**src/design/bldt_pkg.sv**
```systemverilog
// Package for the button long-press display timer.
// Payload word types, configuration register indexes and fixed timing constants.
// No dependencies.
`default_nettype none
package bldt_pkg;

    typedef struct packed {
        logic display_button;
        logic power_button;
        logic wake_request;
    } t_in_word;

    typedef struct packed {
        logic       display_on;
        logic       press_accepted;
        logic       release_accepted;
        logic       shutdown_request;
        logic       countdown_valid;
        logic [1:0] countdown_seconds;
        logic [6:0] countdown_progress;
        logic       power_level;
    } t_out_word;

    localparam int CFG_IDX_W  = 2;
    localparam int CFG_DATA_W = 22;

    localparam logic [CFG_IDX_W-1:0] CFG_DEBOUNCE = 2'd0;
    localparam logic [CFG_IDX_W-1:0] CFG_REDRAW   = 2'd1;
    localparam logic [CFG_IDX_W-1:0] CFG_TIMEOUT  = 2'd2;

    localparam int DEBOUNCE_W = 16;
    localparam int REDRAW_W   = 16;
    localparam int TIMEOUT_W  = 22;

    localparam logic [DEBOUNCE_W-1:0] DEBOUNCE_RST = 16'd50;
    localparam logic [REDRAW_W-1:0]   REDRAW_RST   = 16'd200;
    localparam logic [TIMEOUT_W-1:0]  TIMEOUT_RST  = 22'd30000;

    localparam int HOLD_OFF_MS  = 3000;
    localparam int HOLD_SHOW_MS = 500;
    localparam int SEC_MS       = 1000;
    localparam int SEC2_MS      = 2 * SEC_MS;

    // remaining time fits 12 bits; remain/25 via multiply by ceil(2^17/25)
    localparam int REMAIN_W    = 12;
    localparam int RECIP_W     = 13;
    localparam int PROD_W      = REMAIN_W + RECIP_W;
    localparam int RECIP_SHIFT = 17;
    localparam logic [RECIP_W-1:0] RECIP_25 = 13'd5243;
    localparam logic [PROD_W-RECIP_SHIFT-1:0] PROGRESS_FULL = 8'd100;

endpackage
`default_nettype wire

```
**src/design/bldt_in_if.sv**
```systemverilog
// Input channel: one tick word with raw button levels and wake request.
// Depends on bldt_pkg.
`default_nettype none
interface bldt_in_if;
    logic               valid;
    logic               ready;
    bldt_pkg::t_in_word data;

    modport source (output valid, output data, input ready);
    modport sink   (input valid, input data, output ready);
endinterface
`default_nettype wire

```
**src/design/bldt_out_if.sv**
```systemverilog
// Output channel: one result word per tick.
// Depends on bldt_pkg.
`default_nettype none
interface bldt_out_if;
    logic                valid;
    logic                ready;
    bldt_pkg::t_out_word data;

    modport source (output valid, output data, input ready);
    modport sink   (input valid, input data, output ready);
endinterface
`default_nettype wire

```
**src/design/button_long_press_display_timer_top.sv**
```systemverilog
// Button debounce, long-press power-off and display timeout controller.
// Depends on bldt_pkg, bldt_in_if, bldt_out_if.
//
//   channel   dir   handshake       word
//   i_in      in    valid/ready     display_button, power_button, wake_request
//   o_out     out   valid/ready     display_on ... power_level (one per tick)
//   i_cfg_*   in    write enable    debounce, redraw period, display timeout
//
// One word per cycle while o_out is ready; each word passes the input then the result register.
// All tick state is updated in the cycle a word moves from the input register to the
// result register. Synchronous active-low reset restores the default configuration and
// sets the tick state to its reset values. A stalled output holds its word; input keeps
// flowing while the input register can drain into the result register.
`default_nettype none
module button_long_press_display_timer_top #(
    parameter int TIME_WIDTH = 32
) (
    input  wire                                i_clk,
    input  wire                                i_rst_n,
    bldt_in_if.sink                            i_in,
    bldt_out_if.source                         o_out,
    input  wire                                i_cfg_we,
    input  wire [bldt_pkg::CFG_IDX_W-1:0]      i_cfg_idx,
    input  wire [bldt_pkg::CFG_DATA_W-1:0]     i_cfg_data
);
    localparam int TW = TIME_WIDTH;
    localparam int CW = (TW > bldt_pkg::TIMEOUT_W) ? TW : bldt_pkg::TIMEOUT_W;
    localparam int QW = bldt_pkg::PROD_W - bldt_pkg::RECIP_SHIFT;

    logic [bldt_pkg::DEBOUNCE_W-1:0] r_debounce;
    logic [bldt_pkg::REDRAW_W-1:0]   r_redraw;
    logic [bldt_pkg::TIMEOUT_W-1:0]  r_timeout;

    logic               r_s1_valid;
    bldt_pkg::t_in_word r_s1_data;
    logic                r_out_valid;
    bldt_pkg::t_out_word r_out_data;
    logic                s1_go;

    logic [TW-1:0] r_clock,       n_clock;
    logic          r_disp_level,  n_disp_level;
    logic [TW-1:0] r_disp_edge,   n_disp_edge;
    logic [TW-1:0] r_hold_start,  n_hold_start;
    logic          r_holding,     n_holding;
    logic [TW-1:0] r_last_report, n_last_report;
    logic          r_pwr_level,   n_pwr_level;
    logic [TW-1:0] r_pwr_edge,    n_pwr_edge;
    logic          r_disp_en,     n_disp_en;
    logic [TW-1:0] r_wake_time,   n_wake_time;

    bldt_pkg::t_out_word                n_out;
    logic [TW-1:0]                      held;
    logic [TW-1:0]                      idle;
    logic [bldt_pkg::REMAIN_W-1:0]      remain;
    logic [bldt_pkg::PROD_W-1:0]        prod;
    logic [QW-1:0]                      quot;

    // config
    always_ff @(posedge i_clk) begin
        if (!i_rst_n) begin
            r_debounce <= bldt_pkg::DEBOUNCE_RST;
            r_redraw   <= bldt_pkg::REDRAW_RST;
            r_timeout  <= bldt_pkg::TIMEOUT_RST;
        end else if (i_cfg_we) begin
            unique case (i_cfg_idx)
                bldt_pkg::CFG_DEBOUNCE: r_debounce <= i_cfg_data[bldt_pkg::DEBOUNCE_W-1:0];
                bldt_pkg::CFG_REDRAW:   r_redraw   <= i_cfg_data[bldt_pkg::REDRAW_W-1:0];
                bldt_pkg::CFG_TIMEOUT:  r_timeout  <= i_cfg_data;
                default: ;
            endcase
        end
    end

    // handshake
    assign s1_go       = r_s1_valid && (!r_out_valid || o_out.ready);
    assign i_in.ready  = !r_s1_valid || s1_go;
    assign o_out.valid = r_out_valid;
    assign o_out.data  = r_out_data;

    always_ff @(posedge i_clk) begin
        if (!i_rst_n) begin
            r_s1_valid <= 1'b0;
        end else if (i_in.valid && i_in.ready) begin
            r_s1_valid <= 1'b1;
        end else if (s1_go) begin
            r_s1_valid <= 1'b0;
        end
    end

    always_ff @(posedge i_clk) begin
        if (i_in.valid && i_in.ready) begin
            r_s1_data <= i_in.data;
        end
    end

    always_ff @(posedge i_clk) begin
        if (!i_rst_n) begin
            r_out_valid <= 1'b0;
        end else if (s1_go) begin
            r_out_valid <= 1'b1;
        end else if (o_out.ready) begin
            r_out_valid <= 1'b0;
        end
    end

    always_ff @(posedge i_clk) begin
        if (s1_go) begin
            r_out_data <= n_out;
        end
    end

    // tick update
    always_comb begin
        n_clock       = r_clock + TW'(1);
        n_disp_level  = r_disp_level;
        n_disp_edge   = r_disp_edge;
        n_hold_start  = r_hold_start;
        n_holding     = r_holding;
        n_last_report = r_last_report;
        n_pwr_level   = r_pwr_level;
        n_pwr_edge    = r_pwr_edge;
        n_disp_en     = r_disp_en;
        n_wake_time   = r_wake_time;
        n_out         = '0;

        if (r_s1_data.wake_request) begin
            n_disp_en   = 1'b1;
            n_wake_time = r_clock;
        end

        if (r_s1_data.display_button != r_disp_level &&
            (r_clock - r_disp_edge) > TW'(r_debounce)) begin
            n_disp_edge  = r_clock;
            n_disp_level = r_s1_data.display_button;
            if (!r_s1_data.display_button) begin
                n_hold_start         = r_clock;
                n_holding            = 1'b1;
                n_wake_time          = r_clock;
                n_disp_en            = 1'b1;
                n_out.press_accepted = 1'b1;
            end else begin
                n_holding              = 1'b0;
                n_out.release_accepted = 1'b1;
            end
        end

        held   = r_clock - n_hold_start;
        remain = bldt_pkg::REMAIN_W'(bldt_pkg::HOLD_OFF_MS) - held[bldt_pkg::REMAIN_W-1:0];
        prod   = bldt_pkg::PROD_W'(remain) * bldt_pkg::PROD_W'(bldt_pkg::RECIP_25);
        quot   = prod[bldt_pkg::PROD_W-1:bldt_pkg::RECIP_SHIFT];

        if (n_holding) begin
            if (held >= TW'(bldt_pkg::HOLD_OFF_MS)) begin
                n_holding              = 1'b0;
                n_out.shutdown_request = 1'b1;
                n_disp_en              = 1'b1;
            end else if (held >= TW'(bldt_pkg::HOLD_SHOW_MS) &&
                         (r_clock - r_last_report) >= TW'(r_redraw)) begin
                n_last_report            = r_clock;
                n_out.countdown_valid    = 1'b1;
                n_out.countdown_progress = 7'(bldt_pkg::PROGRESS_FULL - quot);
                n_disp_en                = 1'b1;
                priority if (remain >= bldt_pkg::REMAIN_W'(bldt_pkg::SEC2_MS)) begin
                    n_out.countdown_seconds = 2'd3;
                end else if (remain >= bldt_pkg::REMAIN_W'(bldt_pkg::SEC_MS)) begin
                    n_out.countdown_seconds = 2'd2;
                end else begin
                    n_out.countdown_seconds = 2'd1;
                end
            end
        end

        if (r_s1_data.power_button != r_pwr_level &&
            (r_clock - r_pwr_edge) > TW'(r_debounce)) begin
            n_pwr_edge  = r_clock;
            n_pwr_level = r_s1_data.power_button;
        end

        // idle time wraps at the time width and is compared with the timeout at the wider width
        idle = r_clock - n_wake_time;
        if (!n_out.shutdown_request && n_disp_en &&
            CW'(idle) >= CW'(r_timeout)) begin
            n_disp_en = 1'b0;
        end

        n_out.display_on  = n_disp_en;
        n_out.power_level = n_pwr_level;
    end

    always_ff @(posedge i_clk) begin
        if (!i_rst_n) begin
            r_clock       <= '0;
            r_disp_level  <= 1'b1;
            r_disp_edge   <= '0;
            r_hold_start  <= '0;
            r_holding     <= 1'b0;
            r_last_report <= '0;
            r_pwr_level   <= 1'b1;
            r_pwr_edge    <= '0;
            r_disp_en     <= 1'b1;
            r_wake_time   <= '0;
        end else if (s1_go) begin
            r_clock       <= n_clock;
            r_disp_level  <= n_disp_level;
            r_disp_edge   <= n_disp_edge;
            r_hold_start  <= n_hold_start;
            r_holding     <= n_holding;
            r_last_report <= n_last_report;
            r_pwr_level   <= n_pwr_level;
            r_pwr_edge    <= n_pwr_edge;
            r_disp_en     <= n_disp_en;
            r_wake_time   <= n_wake_time;
        end
    end

endmodule
`default_nettype wire

```
**src/flat_wrapper.sv**
```systemverilog
// flat-port wrapper written by rule: the top's interface ports become plain ports
module button_long_press_display_timer_top_flat 
#(
    parameter int TIME_WIDTH = 32
)
  (i_clk, i_rst_n, i_cfg_we, i_cfg_idx, i_cfg_data, i_in_valid, i_in_data, i_in_ready, o_out_valid, o_out_data, o_out_ready);
  bldt_in_if i_in_i ();
  bldt_out_if o_out_i ();
  input  wire i_clk;
  input  wire i_rst_n;
  input  wire i_cfg_we;
  input  wire [bldt_pkg::CFG_IDX_W-1:0] i_cfg_idx;
  input  wire [bldt_pkg::CFG_DATA_W-1:0] i_cfg_data;
  input wire logic [$bits(i_in_i.valid)-1:0] i_in_valid;
  input wire logic [$bits(i_in_i.data)-1:0] i_in_data;
  output wire logic [$bits(i_in_i.ready)-1:0] i_in_ready;
  output wire logic [$bits(o_out_i.valid)-1:0] o_out_valid;
  output wire logic [$bits(o_out_i.data)-1:0] o_out_data;
  input wire logic [$bits(o_out_i.ready)-1:0] o_out_ready;
  assign i_in_i.valid = i_in_valid;
  assign i_in_i.data = i_in_data;
  assign i_in_ready = i_in_i.ready;
  assign o_out_valid = o_out_i.valid;
  assign o_out_data = o_out_i.data;
  assign o_out_i.ready = o_out_ready;
  button_long_press_display_timer_top #(.TIME_WIDTH(TIME_WIDTH)) u_core (.i_clk(i_clk), .i_rst_n(i_rst_n), .i_in(i_in_i), .o_out(o_out_i), .i_cfg_we(i_cfg_we), .i_cfg_idx(i_cfg_idx), .i_cfg_data(i_cfg_data));
endmodule
```
**config.mk**
```make
export PLATFORM = sky130hd
export DESIGN_NAME = button_long_press_display_timer_top_flat
export DESIGN_NICKNAME = d
export VERILOG_FILES = /design/src/design/bldt_pkg.sv /design/src/design/bldt_in_if.sv /design/src/design/bldt_out_if.sv /design/src/design/button_long_press_display_timer_top.sv /design/src/flat_wrapper.sv
export SDC_FILE = /design/constraint.sdc
export NUM_CORES = 1
export LEC_CHECK = 0
export BUFFER_PORTS_ARGS = -buffer_cell sky130_fd_sc_hd__buf_2
export CAP_MARGIN = 20
export CORE_ASPECT_RATIO = 0.6
export CORE_MARGIN = 10
export CORE_UTILIZATION = 25
export DETAILED_ROUTE_END_ITERATION = 7
export GPL_ROUTABILITY_DRIVEN = 0
export GPL_TIMING_DRIVEN = 0
export SYNTH_ARGS = -nofsm -noshare
export SYNTH_HDL_FRONTEND = slang
export SYNTH_SLANG_ARGS = --single-unit
```
**constraint.sdc**
```tcl
create_clock -name i_clk -period 15.3 [get_ports i_clk]
set_clock_uncertainty 0.2 [all_clocks]
set_input_delay 2.295 -clock i_clk [delete_from_list [all_inputs] [get_ports i_clk]]
set_output_delay 2.295 -clock i_clk [all_outputs]
set_load 0.03 [all_outputs]
```
==> results of run 1 <==
==> sequential cells by signal, summed over array words and instances, names as in the netlist, 3 cells and up <==
signal and flops:
u_core.r_clock 32, u_core.r_disp_edge 32, u_core.r_hold_start 32, u_core.r_last_report 32, u_core.r_pwr_edge 32, u_core.r_wake_time 32, u_core.r_timeout 22, u_core.r_debounce 16
u_core.r_redraw 16, u_core.o_out.data 15, u_core.r_s1_data 3
==> timing repair <==
item,CTS,global route
setup endpoints to repair,3,4
resized for setup,2,9
setup buffers,0,2
hold endpoints to repair,0,0
==> synth_stat cells (7+ instances only) <==
cell / number
o21ai_0: 140
o31ai_1: 8
and2_1: 39
a21oi_1: 192
mux2i_1: 134
o211ai_1: 34
nand3b_1: 10
buf_6: 9
ha_1: 311
a31oi_1: 20
nand3_1: 89
o21a_1: 40
or3_1: 18
and3_1: 26
o22ai_1: 10
xnor2_1: 110
a21boi_1: 34
xor2_1: 44
a221oi_1: 7
nor2_1: 137
buf_2: 37
dfxtp_1: 252
or2_2: 7
buf_1: 8
inv_1: 303
edfxtp_1: 18
o21ai_1: 12
a211oi_1: 27
nand2b_1: 29
clkbuf_1: 92
nand4_1: 50
a21o_1: 57
nor3_1: 39
o21bai_1: 21
fa_1: 48
o211a_1: 33
a2111oi_0: 9
nor2b_1: 86
nand2_1: 397
a21boi_0: 59
nor4_1: 12
o2111ai_1: 15
and4_1: 16
==> cell type report <==
type	instances	area share, %
Inverter	304	4.01
Timing Repair Buffer	52	0.937
Tap cell	1334	5.84
Clock inverter	14	0.819
Multi-Input combinational cell	2451	63.1
Antenna cell	1	0.00876
Sequential cell	270	19.6
Clock buffer	44	3.23
Buffer	152	2.54
==> layer usage <==
metal  track usage, %  vias to the layer above  share of wire, %
li1                 -                    11400                 -
met2             19.7                     1030                37
met5                0                        -             0.030
met4             3.68                        4               2.4
met3             5.08                      135                12
met1             21.6                    11300                48
==> tightest hold or removal path: stages, from the launching register on <==
cell and delay, ps:
dfxtp_1 300, nand2_1 50, a21boi_1 50
==> cell families after synthesis <==
| group | count (synthesis) |
|---|---|
| xor+xnor | 154 |
| buf+inv | 456 |
| simple gates | 995 |
| flops | 270 |
| compound gates | 804 |
| mux | 139 |
| fa+ha+maj | 359 |
==> through the flow <==
stage | setup WS [ps] | TNS (ps) | util, % | hold slack (ps) | cell area, um2
2_1_floorplan | 3010 | 0 | - | 235 | 25400
5_1_grt | 109 | 0 | 28.4 | 273 | 28600
4_1_cts | 181 | 0 | 28.3 | 253 | 28500
3_5_place_dp | -335 | -859 | 27.1 | 245 | 27300
3_3_place_gp | -259 | -629 | 27.1 | 240 | 27300
6_report | 791 | 0 | 28.4 | 253 | 28600
==> path summary, 6_finish.rpt <==
path	from	endpoint	slack [ps]	depth (start not counted)
worst max-delay path	u_core.r_clock[1]	u_core.o_out.data[5]	790	51
worst min register to register	u_core.r_wake_time[18]	u_core.r_wake_time[18]	250	2
worst max register to register	u_core.r_clock[1]	u_core.o_out.data[5]	790	51
worst min-delay path	u_core.r_wake_time[18]	u_core.r_wake_time[18]	250	2
==> results.py, run 1 <==
metrics = {
    "final_layout": {
        "syn2layout_area_growth_pct": 12.4,
        "drive_gt1_share_pct": 6.63,
        "fillCellCount": 10900,
        "final_cells": 4622,
        "multi_input_area_um2": 18000,
        "final_common_cell": "nand2_1",
        "final_cell_mix": "nand2_1 (397), ha_1 (311), inv_1 (302)",
        "nNetsFinal": 3656,
        "seq_area_um2": 5590,
    },
    "global_routing": {
        "antenna_found_initial": 6,
        "grt_pass1_wl_mm": 132,
        "grt_overflow_total": 0,
        "grt_start_max_net_pins": 25,
        "grt_pass1_vias": 21600,
        "grtUsageTotal_pct": 14.7,
    },
    "worst_setup_path": {
        "crit_slowest_cell": "dfxtp_2",
        "required_ps": 15390,
        "path_class": "reg2reg",
        "critPathMaxStageDelay_ps": 640,
        "arrival_ps": 14600,
        "cp-start-kind": "flop",
        "cp_common_cell": "fa_1",
        "crit_family": "compound AO/OA/AOI/OAI gates",
        "crit_buf_inv": 7,
        "cp_max_fo": 11,
        "end_kind": "flop",
    },
    "sta": {
        "rsz0062_at_grt": "false",
        "period_minus_slack_ps": 14510,
        "max_freq_mhz": 68.9,
        "drv_slew": 0,
        "slew_headroom_pct": 24.4,
        "tightestPinTransition_ps": 1120,
        "setup_viol": 0,
        "hold_violations": 0,
        "timing.final.crit_share_pct": 94.8,
    },
    "logic_synthesis": {
        "synthAdderAreaFrac_pct": 19.1,
        "synth-seq-cells": 270,
        "yosys.area_share.simple_pct": 19.4,
        "synth_compound_area_share_pct": 21.4,
        "synth.area.top_cells": "dfxtp_1 (20%), ha_1 (15%), nand2_1 (5.9%), mux2i_1 (5.3%), inv_1 (4.5%)",
        "synth_edf_count": 18,
        "synth_top_family_by_area": "compound AO/OA/AOI/OAI gates",
        "synthCells": 3177,
        "synth_top_cell_by_area": "dfxtp_1",
        "async_reset_ff_share_pct": 0,
        "syn_nets": 3568,
        "synth_seq_area_share_pct": 22.0,
        "yosys.cell_types.count": 103,
        "post_synth.cell_area_avg_um2": 8.00,
        "synth-xor-area-share_pct": 5.31,
        "synth_top_area_share_pct": 19.8,
        "synth_ff_type": "dfxtp_1",
        "syn_area_um2": 25400,
        "muxShareOfSynthArea_pct": 5.50,
        "yosys_warnings": 0,
    },
    "floorplan": {
        "die_area_um2": 115000,
        "start_util_pct": 25.2,
        "die_w_um": 432,
        "core_area_um2": 101000,
        "die_y_um": 267,
        "io_pins": 49,
        "num_rows": 90,
    },
    "detailed_routing": {
        "wl_per_cell_um": 19.0,
        "drt-initial-drc-count": 2527,
        "vias_per_cell": 5.16,
        "dr.pass1.iters": 6,
        "antenna_left": 0,
        "num_vias": 23800,
        "drt_wl_total_mm": 88.0,
        "drc": 0,
    },
    "clock_tree": {
        "cts_max_level": 2,
        "clk_pin_slew_ps": 60,
        "cts.path.max_buffers": 3,
        "cts_buffers": 34,
        "cts_root_buf": "clkbuf_16",
        "ctsHoldBuffers": 0,
        "cts.sinks": 270,
        "cts_tree": "built",
        "worst_skew_pair.late_latency_ps": 590,
    },
    "placed_design": {
        "numPortBuffers": 47,
        "placedCellCount": 4559,
        "hpwl_mm": 69.3,
    },
    "job": {
        "cap_violations": 0,
    },
    "outcome": {
        "status": "completed",
    },
    "hold_path": {
        "hold_class": "reg2reg",
    },
}
Power of run 1 is not shown: default switching activity piles up to over one toggle a cycle in this logic, so the estimate is an artifact.
==> inputs of run 2 (changes only) <==
--- a/config.mk
+++ b/config.mk
@@ -6,13 +6,15 @@
 export NUM_CORES = 1
 export LEC_CHECK = 0
 export BUFFER_PORTS_ARGS = -buffer_cell sky130_fd_sc_hd__buf_2
-export CAP_MARGIN = 20
+export CELL_PAD_IN_SITES_DETAIL_PLACEMENT = 0
+export CELL_PAD_IN_SITES_GLOBAL_PLACEMENT = 1
 export CORE_ASPECT_RATIO = 0.6
 export CORE_MARGIN = 10
 export CORE_UTILIZATION = 25
 export DETAILED_ROUTE_END_ITERATION = 7
 export GPL_ROUTABILITY_DRIVEN = 0
 export GPL_TIMING_DRIVEN = 0
+export PLACE_DENSITY_LB_ADDON = 0.1
 export SYNTH_ARGS = -nofsm -noshare
 export SYNTH_HDL_FRONTEND = slang
 export SYNTH_SLANG_ARGS = --single-unit
==> run 2 against run 1 <==
  * Worst hold slack better by 0.50 ps
  * Worst setup slack worse by 34 ps
  * Via count is 0.86% lower
  * Register-to-register slack worse by 30 ps
  * Cell count hardly changed
  * Non-clock buffer count is 4 lower
  * Routed wire length is 24% higher
  * First-iteration DRC count is 13% lower
  * Critical path depth is 4 lower
  * Sequential share of layout area is 0.13 points lower
==> results.py, run 2 (same netlist as run 1, synthesis figures left out) <==
metrics = {
    "outcome": {
        "status": "completed",
    },
    "floorplan": {
        "die_area_um2": 115000,
        "die_y_um": 267,
        "num_rows": 90,
        "core_area_um2": 101000,
        "io_pins": 49,
        "die_w_um": 432,
        "start_util_pct": 25.2,
    },
    "global_routing": {
        "antenna_found_initial": 13,
        "grtUsageTotal_pct": 18.5,
        "grt_pass1_wl_mm": 158,
        "grt_pass1_vias": 22500,
        "grt_start_max_net_pins": 25,
        "grt_overflow_total": 0,
    },
    "sta": {
        "slew_headroom_pct": 7.42,
        "timing.final.crit_share_pct": 95.1,
        "max_freq_mhz": 68.8,
        "period_minus_slack_ps": 14540,
        "setup_viol": 0,
        "drv_slew": 0,
        "setup_slack_ps": 757,
        "hold_violations": 0,
        "tightestPinTransition_ps": 1380,
    },
    "placed_design": {
        "place_area_um2": 27300,
        "hpwl_mm": 87.3,
        "numPortBuffers": 47,
        "post-place-ws_ps": -816,
    },
    "detailed_routing": {
        "drc": 0,
        "dr.pass1.iters": 5,
        "met3WireLength_mm": 6.43,
        "antenna_left": 0,
        "drt_wl_total_mm": 109,
        "met2_wirelength_mm": 39.3,
        "drt-initial-drc-count": 2190,
        "wirelength_met1_mm": 61.9,
        "vias_per_cell": 5.11,
        "wl_per_cell_um": 23.6,
        "maxUsedRoutingLayer": "met4",
        "num_vias": 23600,
    },
    "worst_setup_path": {
        "cp_max_fo": 10,
        "arrival_ps": 14660,
        "end_kind": "flop",
        "path_class": "reg2reg",
        "cp-start-kind": "flop",
        "required_ps": 15410,
        "critPathMaxStageDelay_ps": 880,
        "crit_slowest_cell": "dfxtp_1",
        "cp_common_cell": "ha_1",
    },
    "final_layout": {
        "final_common_cell": "nand2_1",
        "final_core_util_pct": 28.6,
        "drive_gt1_share_pct": 6.96,
        "stdcell_area_um2": 28800,
        "final_cell_mix": "nand2_1 (397), ha_1 (311), inv_1 (302)",
        "nNetsFinal": 3655,
        "syn2layout_area_growth_pct": 13.2,
        "diodes": 0,
    },
    "clock_tree": {
        "ctsHoldBuffers": 0,
        "worst_skew_pair.late_latency_ps": 600,
        "clk_pin_slew_ps": 60,
        "cts.sinks": 270,
        "cts.path.max_buffers": 3,
        "cts_root_buf": "clkbuf_16",
        "cts_max_level": 2,
        "cts_tree": "built",
        "cts_buffers": 37,
    },
    "job": {
        "cap_violations": 0,
    },
    "hold_path": {
        "hold_class": "reg2reg",
    },
}
## run 2: changes by cell type in the layout (fill, tap and decap cells not counted), moves of 2 or more
| cell | previous run | this run |
|---|---|---|
| clkinv_2 | 4 | 2 |
| buf_2 | 86 | 84 |
| inv_4 | 0 | 2 |
| clkbuf_16 | 34 | 39 |
| clkinv_16 | 3 | 0 |
| dfxtp_1 | 250 | 248 |
| clkbuf_4 | 2 | 0 |
| clkinv_4 | 2 | 0 |
| bufinv_16 | 3 | 6 |
| clkbuf_8 | 6 | 10 |
## run 2: routing by layer
metal	up-vias	global-route usage, %
met3	80	2.47
li1	11400	-
met4	0	2.85
met1	11500	31.0
met5	-	0
met2	666	24.0
## run 2: worst max-delay path: cells and delay by family, from the launching register on
family	cells	cell delay, ps
adders and majority gates	11	4370
AOI/OAI and AO/OA	14	4210
and+or+nand+nor	10	2250
xor gates and xnor gates	5	1460
DFF	1	880
buffers and inverters	6	580
muxes	1	280
## run 2: final timing paths
| check | start | endpoint | slack (ps) | cells past startpoint |
|---|---|---|---|---|
| setup reg to reg | u_core.r_clock[12] | u_core.o_out.data[5] | 760 | 47 |
| hold / removal | u_core.r_wake_time[29] | u_core.r_wake_time[29] | 250 | 2 |
| setup / recovery | u_core.r_clock[12] | u_core.o_out.data[5] | 760 | 47 |
| hold reg to reg | u_core.r_wake_time[29] | u_core.r_wake_time[29] | 250 | 2 |
## run 2: metrics by stage
step                      instances  TNS [ps]  hold WS [ps]
after floorplan                3177         0           235
after detailed placement       4558     -2490           245
final                          4625         0           253
after global placement         4558     -2130           240
after global routing           4625     -4.91           272
after CTS                      4624         0           253
## run 2: layout make-up
type | count | area, um2
Fill cell | 10900 | 71900
Multi-Input combinational cell | 2451 | 18100
Sequential cell | 270 | 5590
Tap cell | 1334 | 1670
Inverter | 304 | 1140
Clock buffer | 53 | 1100
Buffer | 152 | 731
Clock inverter | 13 | 246
Timing Repair Buffer | 48 | 243
## run 2: repair_timing
| action | in CTS | in global routing |
|---|---|---|
| endpoints found under the setup margin | 6 | 4 |
| buffers inserted | 0 | 1 |
| cloned | 0 | 0 |
| resized for setup | 4 | 17 |
| pin swaps | 0 | 0 |
Power of run 2 is left out for the same reason.
==> inputs of run 3 (changes only) <==
--- a/config.mk
+++ b/config.mk
@@ -6,15 +6,13 @@
 export NUM_CORES = 1
 export LEC_CHECK = 0
 export BUFFER_PORTS_ARGS = -buffer_cell sky130_fd_sc_hd__buf_2
-export CELL_PAD_IN_SITES_DETAIL_PLACEMENT = 0
-export CELL_PAD_IN_SITES_GLOBAL_PLACEMENT = 1
 export CORE_ASPECT_RATIO = 0.6
 export CORE_MARGIN = 10
 export CORE_UTILIZATION = 25
 export DETAILED_ROUTE_END_ITERATION = 7
 export GPL_ROUTABILITY_DRIVEN = 0
 export GPL_TIMING_DRIVEN = 0
-export PLACE_DENSITY_LB_ADDON = 0.1
+export PLACE_DENSITY = 0.45
 export SYNTH_ARGS = -nofsm -noshare
 export SYNTH_HDL_FRONTEND = slang
 export SYNTH_SLANG_ARGS = --single-unit
==> run 3 against run 2 <==
  * Cell count decreased by 0.11%
  * Worst setup slack improved by 32 ps
  * Final area decreased by 1.4%
  * Sequential cell count unchanged
  * Highest routed layer is now met5
  * Non-clock buffer count unchanged
  * Register-to-register slack improved by 30 ps
  * Die area unchanged
  * Maximum frequency increased by 0.22%
  * Global-route usage decreased by 2.2 points
  * Critical path depth increased by 4
  * Via count decreased by 2.5%
==> results.py, run 3 (same netlist as run 1, synthesis figures left out) <==
metrics = {
    "outcome": {
        "status": "completed",
    },
    "worst_setup_path": {
        "required_ps": 15460,
        "critPathMaxStageDelay_ps": 620,
        "end_kind": "flop",
        "crit_slowest_cell": "o21ai_0",
        "cp-start-kind": "flop",
        "arrival_ps": 14670,
        "cp_common_cell": "fa_1",
        "cp_max_fo": 11,
        "path_class": "reg2reg",
    },
    "sta": {
        "hold_violations": 0,
        "rsz0062_at_grt": "false",
        "setup_tns_ps": 0,
        "timing.final.crit_share_pct": 94.8,
        "slew_headroom_pct": 20.7,
        "period_minus_slack_ps": 14510,
        "drv_slew": 0,
        "max_freq_mhz": 68.9,
        "tightestPinTransition_ps": 1180,
        "setup_viol": 0,
    },
    "floorplan": {
        "die_w_um": 432,
        "die_y_um": 267,
        "io_pins": 49,
        "core_area_um2": 101000,
        "start_util_pct": 25.2,
        "die_area_um2": 115000,
        "num_rows": 90,
    },
    "global_routing": {
        "antenna_found_initial": 12,
        "grt_start_max_net_pins": 25,
        "grt_pass1_wl_mm": 143,
        "grtUsageTotal_pct": 16.3,
        "grt_pass1_vias": 21100,
        "grt_overflow_total": 0,
    },
    "detailed_routing": {
        "dr.pass1.iters": 6,
        "wl_per_cell_um": 21.0,
        "num_vias": 23100,
        "drt-initial-drc-count": 2319,
        "drt_wl_total_mm": 97.2,
        "antenna_left": 0,
        "drc": 0,
        "vias_per_cell": 4.99,
    },
    "clock_tree": {
        "postCtsSetupBuffers": 0,
        "cts.path.max_buffers": 3,
        "cts_root_buf": "clkbuf_16",
        "cts-resized-gates": 0,
        "cts_buffers": 31,
        "cts_max_level": 1,
        "cts.sinks": 270,
        "ctsHoldBuffers": 0,
        "worst_skew_pair.late_latency_ps": 650,
        "cts_tree": "built",
        "clk_pin_slew_ps": 70,
    },
    "final_layout": {
        "final_common_cell": "nand2_1",
        "drive_gt1_share_pct": 6.37,
        "final_cell_mix": "nand2_1 (397), ha_1 (311), inv_1 (303)",
        "nNetsFinal": 3649,
        "syn2layout_area_growth_pct": 11.7,
    },
    "job": {
        "cap_violations": 0,
    },
    "hold_path": {
        "hold_class": "reg2reg",
    },
    "placed_design": {
        "numPortBuffers": 47,
        "hpwl_mm": 78.1,
    },
}
==> run 3: final timing paths <==
| check | start | to | slack [ps] | cells after the start |
|---|---|---|---|---|
| min | u_core.r_wake_time[5] | u_core.r_wake_time[5] | 250 | 2 |
| max | u_core.r_clock[1] | u_core.o_out.data[5] | 790 | 51 |
| max reg2reg | u_core.r_clock[1] | u_core.o_out.data[5] | 790 | 51 |
| min reg2reg | u_core.r_wake_time[5] | u_core.r_wake_time[5] | 250 | 2 |
==> run 3: critical path, delay by kind of cell, from the launching register on <==
family,cells,cell delay [ps]
compound gates,15,3940
xor+xnor,5,1640
fa+ha+maj,11,4370
buf+inv,7,1060
flops,1,580
mux,1,270
simple gates,12,2120
==> run 3: layout make-up <==
cell class                 instances  area, um2
fill                           11000      72300
multi-input combinational       2451      18000
sequential                       270       5590
tap                             1334       1670
inverter                         304       1140
clock buffer                      43        881
buffer                           152        729
timing repair buffer              48        243
clock inverter                    12        116
antenna                            6       15.0
==> run 3: layer usage <==
| metal | global-route usage (%) | routed length, um | vias up | part of all wire (%) |
|---|---|---|---|---|
| li1 | - | - | 11400 | - |
| met1 | 26.2 | 51500 | 10900 | 53 |
| met2 | 20.3 | 33900 | 737 | 35 |
| met3 | 5.28 | 10400 | 63 | 11 |
| met4 | 2.12 | 1240 | 3 | 1.3 |
| met5 | 1.55 | 242 | - | 0.25 |
==> run 3: metrics by stage <==
stage          cells  setup slack [ps]  util (%)  hold slack [ps]  instance area [um2]
2_1_floorplan   3177              3010         -              235                25400
3_3_place_gp    4558               252      27.1              241                27300
3_5_place_dp    4558               202      27.2              244                27300
4_1_cts         4613              96.8      28.1              253                28300
5_1_grt         4618              22.5      28.2              268                28400
6_report        4620               789      28.2              253                28400
Power of run 3 is left out for the same reason.
